File: src/rtl/bba_pkg.sv
`default_nettype none
package bba_pkg;

  localparam int unsigned NUM_ORDERS = 11;
  localparam int unsigned LINK_DEPTH = 1024;
  localparam int unsigned ADDR_W     = 10;
  localparam int unsigned LINK_W     = 11;
  localparam int unsigned ORD_W      = 4;
  localparam int unsigned SIZE_W     = 11;

  localparam logic [LINK_W-1:0] NIL      = LINK_W'(LINK_DEPTH);
  localparam logic [ORD_W-1:0]  TOP_ORD  = ORD_W'(NUM_ORDERS - 1);
  localparam logic [SIZE_W-1:0] MAX_SIZE = SIZE_W'(LINK_DEPTH);

  localparam logic [1:0] ST_DONE     = 2'd0;
  localparam logic [1:0] ST_NO_SPACE = 2'd1;
  localparam logic [1:0] ST_BAD_SIZE = 2'd2;

  typedef struct packed {
    logic              req_type;
    logic [SIZE_W-1:0] req_size;
    logic [ADDR_W-1:0] block_addr;
  } req_t;

  typedef struct packed {
    logic [1:0]        status;
    logic [ADDR_W-1:0] alloc_start;
  } rsp_t;

  typedef enum logic [3:0] {
    CMD_NONE,
    CMD_LOAD,
    CMD_SRCH_NEXT,
    CMD_NO_SPACE,
    CMD_POP_RD,
    CMD_POP_SPLIT,
    CMD_POP_LAST,
    CMD_PUSH_LO,
    CMD_PUSH_HI,
    CMD_WALK_INIT,
    CMD_WALK_RD,
    CMD_WALK_MATCH,
    CMD_WALK_ADV,
    CMD_PUSH_FREE,
    CMD_EMIT
  } cmd_e;

  typedef enum logic [3:0] {
    S_IDLE,
    S_DISPATCH,
    S_A_SRCH,
    S_A_POPW,
    S_A_PUSHL,
    S_A_PUSHH,
    S_F_LVL,
    S_F_CHK,
    S_F_WALK,
    S_RESP
  } state_e;

  typedef struct packed {
    logic bad;
    logic is_free;
    logic head_nil;
    logic j_top;
    logic j_gt_ord;
    logic walk_end;
    logic match;
    logic out_busy;
  } sts_t;

  // smallest order whose block holds size units; the top order if none does
  function automatic logic [ORD_W-1:0] size_order(input logic [SIZE_W-1:0] size);
    logic [ORD_W-1:0] ord;
    ord = TOP_ORD;
    for (int k = NUM_ORDERS - 1; k >= 0; k--) begin
      if ((SIZE_W+1)'(size) <= ((SIZE_W+1)'(1) << k)) begin
        ord = ORD_W'(k);
      end
    end
    return ord;
  endfunction

endpackage
`default_nettype wire

File: src/rtl/bba_ctrl.sv
`default_nettype none
module bba_ctrl (
  input  wire logic          clk_i,
  input  wire logic          rst_ni,
  input  wire logic          in_valid_i,
  output logic               in_stall_o,
  input  wire bba_pkg::sts_t sts_i,
  output bba_pkg::cmd_e      cmd_o
);

  bba_pkg::state_e state_q, state_d;

  always_ff @(posedge clk_i or negedge rst_ni) begin
    if (!rst_ni) begin
      state_q <= bba_pkg::S_IDLE;
    end else begin
      state_q <= state_d;
    end
  end

  always_comb begin
    state_d    = state_q;
    cmd_o      = bba_pkg::CMD_NONE;
    in_stall_o = (state_q != bba_pkg::S_IDLE);
    case (state_q)
      bba_pkg::S_IDLE: begin
        if (in_valid_i) begin
          cmd_o   = bba_pkg::CMD_LOAD;
          state_d = bba_pkg::S_DISPATCH;
        end
      end
      bba_pkg::S_DISPATCH: begin
        if (sts_i.bad) begin
          state_d = bba_pkg::S_RESP;
        end else if (sts_i.is_free) begin
          state_d = bba_pkg::S_F_LVL;
        end else begin
          state_d = bba_pkg::S_A_SRCH;
        end
      end
      bba_pkg::S_A_SRCH: begin
        if (!sts_i.head_nil) begin
          cmd_o   = bba_pkg::CMD_POP_RD;
          state_d = bba_pkg::S_A_POPW;
        end else if (sts_i.j_top) begin
          cmd_o   = bba_pkg::CMD_NO_SPACE;
          state_d = bba_pkg::S_RESP;
        end else begin
          cmd_o = bba_pkg::CMD_SRCH_NEXT;
        end
      end
      bba_pkg::S_A_POPW: begin
        if (sts_i.j_gt_ord) begin
          cmd_o   = bba_pkg::CMD_POP_SPLIT;
          state_d = bba_pkg::S_A_PUSHL;
        end else begin
          cmd_o   = bba_pkg::CMD_POP_LAST;
          state_d = bba_pkg::S_RESP;
        end
      end
      bba_pkg::S_A_PUSHL: begin
        cmd_o   = bba_pkg::CMD_PUSH_LO;
        state_d = bba_pkg::S_A_PUSHH;
      end
      bba_pkg::S_A_PUSHH: begin
        cmd_o   = bba_pkg::CMD_PUSH_HI;
        state_d = bba_pkg::S_A_SRCH;
      end
      bba_pkg::S_F_LVL: begin
        if (sts_i.j_top) begin
          cmd_o   = bba_pkg::CMD_PUSH_FREE;
          state_d = bba_pkg::S_RESP;
        end else begin
          cmd_o   = bba_pkg::CMD_WALK_INIT;
          state_d = bba_pkg::S_F_CHK;
        end
      end
      bba_pkg::S_F_CHK: begin
        if (sts_i.walk_end) begin
          cmd_o   = bba_pkg::CMD_PUSH_FREE;
          state_d = bba_pkg::S_RESP;
        end else begin
          cmd_o   = bba_pkg::CMD_WALK_RD;
          state_d = bba_pkg::S_F_WALK;
        end
      end
      bba_pkg::S_F_WALK: begin
        if (sts_i.match) begin
          cmd_o   = bba_pkg::CMD_WALK_MATCH;
          state_d = bba_pkg::S_F_LVL;
        end else begin
          cmd_o   = bba_pkg::CMD_WALK_ADV;
          state_d = bba_pkg::S_F_CHK;
        end
      end
      bba_pkg::S_RESP: begin
        if (!sts_i.out_busy) begin
          cmd_o   = bba_pkg::CMD_EMIT;
          state_d = bba_pkg::S_IDLE;
        end
      end
      default: begin
        state_d = bba_pkg::S_IDLE;
      end
    endcase
  end

endmodule
`default_nettype wire

File: config.mk
export PLATFORM = sky130hd
export DESIGN_NAME = bba_ctrl
export DESIGN_NICKNAME = d
export VERILOG_FILES = /design/src/rtl/bba_pkg.sv /design/src/rtl/bba_ctrl.sv
export SDC_FILE = /design/constraint.sdc
export NUM_CORES = 1
export LEC_CHECK = 0
export BUFFER_PORTS_ARGS = -buffer_cell sky130_fd_sc_hd__buf_4
export CORE_AREA = 2 2 39 41
export DETAILED_ROUTE_END_ITERATION = 8
export DIE_AREA = 0 0 41 43
export PLACE_DENSITY_LB_ADDON = 0.1
export SLEW_MARGIN = 20
export SYNTH_ARGS = -nofsm -noshare
export SYNTH_HDL_FRONTEND = slang
export SYNTH_SLANG_ARGS = --single-unit
File: constraint.sdc
create_clock -name clk_i -period 1.4 [get_ports clk_i]
set_clock_uncertainty 0.05 [all_clocks]
set_input_delay 0.28 -clock clk_i [delete_from_list [all_inputs] [get_ports clk_i]]
set_output_delay 0.28 -clock clk_i [all_outputs]
set_load 0.1 [all_outputs]
==> metrics <==
Die Span X 41 um; number of CTS-inserted buffers 3; Worst Setup Start Kind register; initial antenna violation count 0; Syn Std Cell Area between 400 and 500 um^2; WL final approximately 2.2 mm; first-pass GRT wire length 3.111 mm; routed wl met3 about 140 um; WL/cell roughly 17 um; maximum vdd drop around 1.9 mV; P_leak 0.5016 nW; status complete, but fails checks; FMAX 518.4 MHz; Largest Register state_q; Max Slew Vio Count 0; PD cells 2859 nW/um^2; Ant. Diodes 0; crit path cell chain buf_6 > nand2b_4 > o22a_1 > nor2_2 > a211o_2 > buf_12; die height 43 um; Fin. Hold Viols 0; P&R area growth vs syn 127.1%; setup ws final -0.5290 ns; core area between 1000 and 1500 um^2; Core Util, Final 78.03%; starting density of the core 34.36%; CTS clk-pin slew, worst paths roughly 0.05 ns; Mean Syn Cell Area around 7.4 um^2; clock latency on the worst-skew pair roughly 0.25 ns; H-Tree Depth 1; Post-synth top flop dfrtp_1; vias in the first global route 717; synthesized netlist cell count 64; non-filler instance count after layout between 100 and 150; Slew HR a little under 80%; drt initial violations 20; largest net degree at the start of global routing 11; WHS Path Cells 3; placement row count 14; drt first pass iters 4; Via Count just over 700; Root Driver clkbuf_4; layout cells sized above 1 a little over two thirds; syn_nets 75; WL met1 just under 900 um; EDFF count, synth 0; worst path arrival time roughly 1.6 ns; Ys Warns 0; CP max stage delay 0.38 ns; CP Data Required Time 1.07 ns; dpl hpwl approximately 1.3 mm; Top Registers state_q x4; aggregate negative setup slack -2.826 ns; Crit-path slowest cell dfrtp_1; GPL Wtd Cong around 0.9; Synth Register Bits 4; Cells after DPL approximately 120; clock sinks 4; Met2 Routed Length about 1.1 mm; R2R cell count 5; cell taking the most area after synthesis dfrtp_1; synth unique cells 34; grt ovf 0; number of flip-flops in the largest register 4; max layer used met4; HP Class input pin to register; FFs w/ async S/R, synth between 90% and 100%; Synth top cells by count nand2_1 (6), nand2b_1 (5); Total GRT Usage between 20% and 30%; crit path capture type output pin; Vias/cell approximately 5.7; Tcrit/Tclk final 137.8%; nets@finish 122; final hold slack roughly 0.29 ns; CTS tree built; post-synth top area share between 20% and 30%; Max FO, Critical Path 5; # IOs 16; count of input and output buffers 15; Clock Path Buffers 2; top-count cell post-synth nand2_1; Least-Margin Pin Slew approximately 0.33 ns; worst setup path class register to output pin; antenna-violating nets left 0; share of the yosys chip area belonging to registers 21.05%; DIE AREA roughly 1800 um^2; failing checks setup timing; drc violations 0; max-cap violation count 0; dominant cells by area after synthesis dfrtp_1 (21%), nand2b_1 (6.6%), nand2_1 (4.7%), nand3b_1 (4.7%), a21oi_1 (4.2%); RSZ-0062 raised after global routing yes; Final Critical Period just under 2 ns; Final setup violation count 9
-- repair_timing --
| item | 4_1_cts | 5_1_grt |
|---|---|---|
| gates resized for setup | 33 | 9 |
| setup buffers | 5 | 0 |
| hold endpoints to repair | 4 | 0 |
| pin swaps | 9 | 11 |
| endpoints found under the setup margin | 9 | 9 |
| hold buffers | 1 | 0 |
-- cells by family (layout without fill, tap and decap cells) --
group                  after synthesis  count (layout)  share of synthesized area, %
AOI/OAI and AO/OA                   21              21                         30.79
DFF                                  4               4                         21.05
and+or+nand+nor                     30              30                         37.63
muxes                                1               1                         2.105
buffers and inverters                8              53                         8.419
-- worst max-delay path: cells and delay by family, from the launching register on --
kind,cells,cell delay [ns]
and+or+nand+nor,2,0.17
DFF,1,0.38
AOI/OAI and AO/OA,2,0.48
buffers and inverters,2,0.31
-- layer usage --
metal  up-vias  track usage (%)
met5         -                0
li1        333                -
met1       343            35.18
met4         0            11.33
met3         6            7.853
met2        34            38.44
-- through the flow --
stage                     worst slack, ns  total power, mW  instance area, um^2
final                             -0.5290            3.088                 1080
after floorplan                   -0.5549            1.669                545.5
after global routing              -0.5860            3.223                 1080
after detailed placement          -0.3682            2.265                845.8
after CTS                         -0.4903            2.979                 1066
after global placement            -0.4028            2.261                845.8
-- power breakdown --
group	internal, mW	switching [mW]	total [mW]
Clock	0.0967	0.0601	0.157
Combinational	1.21	1.47	2.68
Sequential	0.174	0.0730	0.247
Total	1.48	1.61	3.09
-- final cells by class --
class	count	area, um^2
Multi-Input combinational cell	52	485.5
Timing Repair Buffer	46	432.9
Fill cell	98	304.0
Clock buffer	3	22.52
Sequential cell	4	103.9
Inverter	4	15.01
Tap cell	16	20.02
-- cell usage in the layout (no fill, tap or decap), types with 2 or more instances in the layout --
cell type	Yosys	layout
clkbuf_4	0	3
nand4_1	2	2
inv_1	4	4
a21oi_2	0	2
o21ai_1	3	2
o21ai_0	2	2
nor2_2	0	3
nand3b_1	3	3
nand2b_4	0	4
buf_4	0	34
buf_6	1	6
dfrtp_2	0	3
a21oi_1	4	2
nand3_2	1	2
nand2_1	6	4
buf_12	0	5
-- worst paths after layout --
path,startpoint,endpoint,slack (ns)
worst min register to register,state_q[0],state_q[1],0.77
worst min-delay path,sts_i[6],state_q[2],0.29
max in group asynchronous,rst_ni,state_q[3],0.86
min in group asynchronous,rst_ni,state_q[2],0.31
worst max register to register,state_q[1],state_q[0],-0.19
worst max-delay path,state_q[2],cmd_o[0],-0.53
Note: power is estimated with default switching activity, not from simulation.
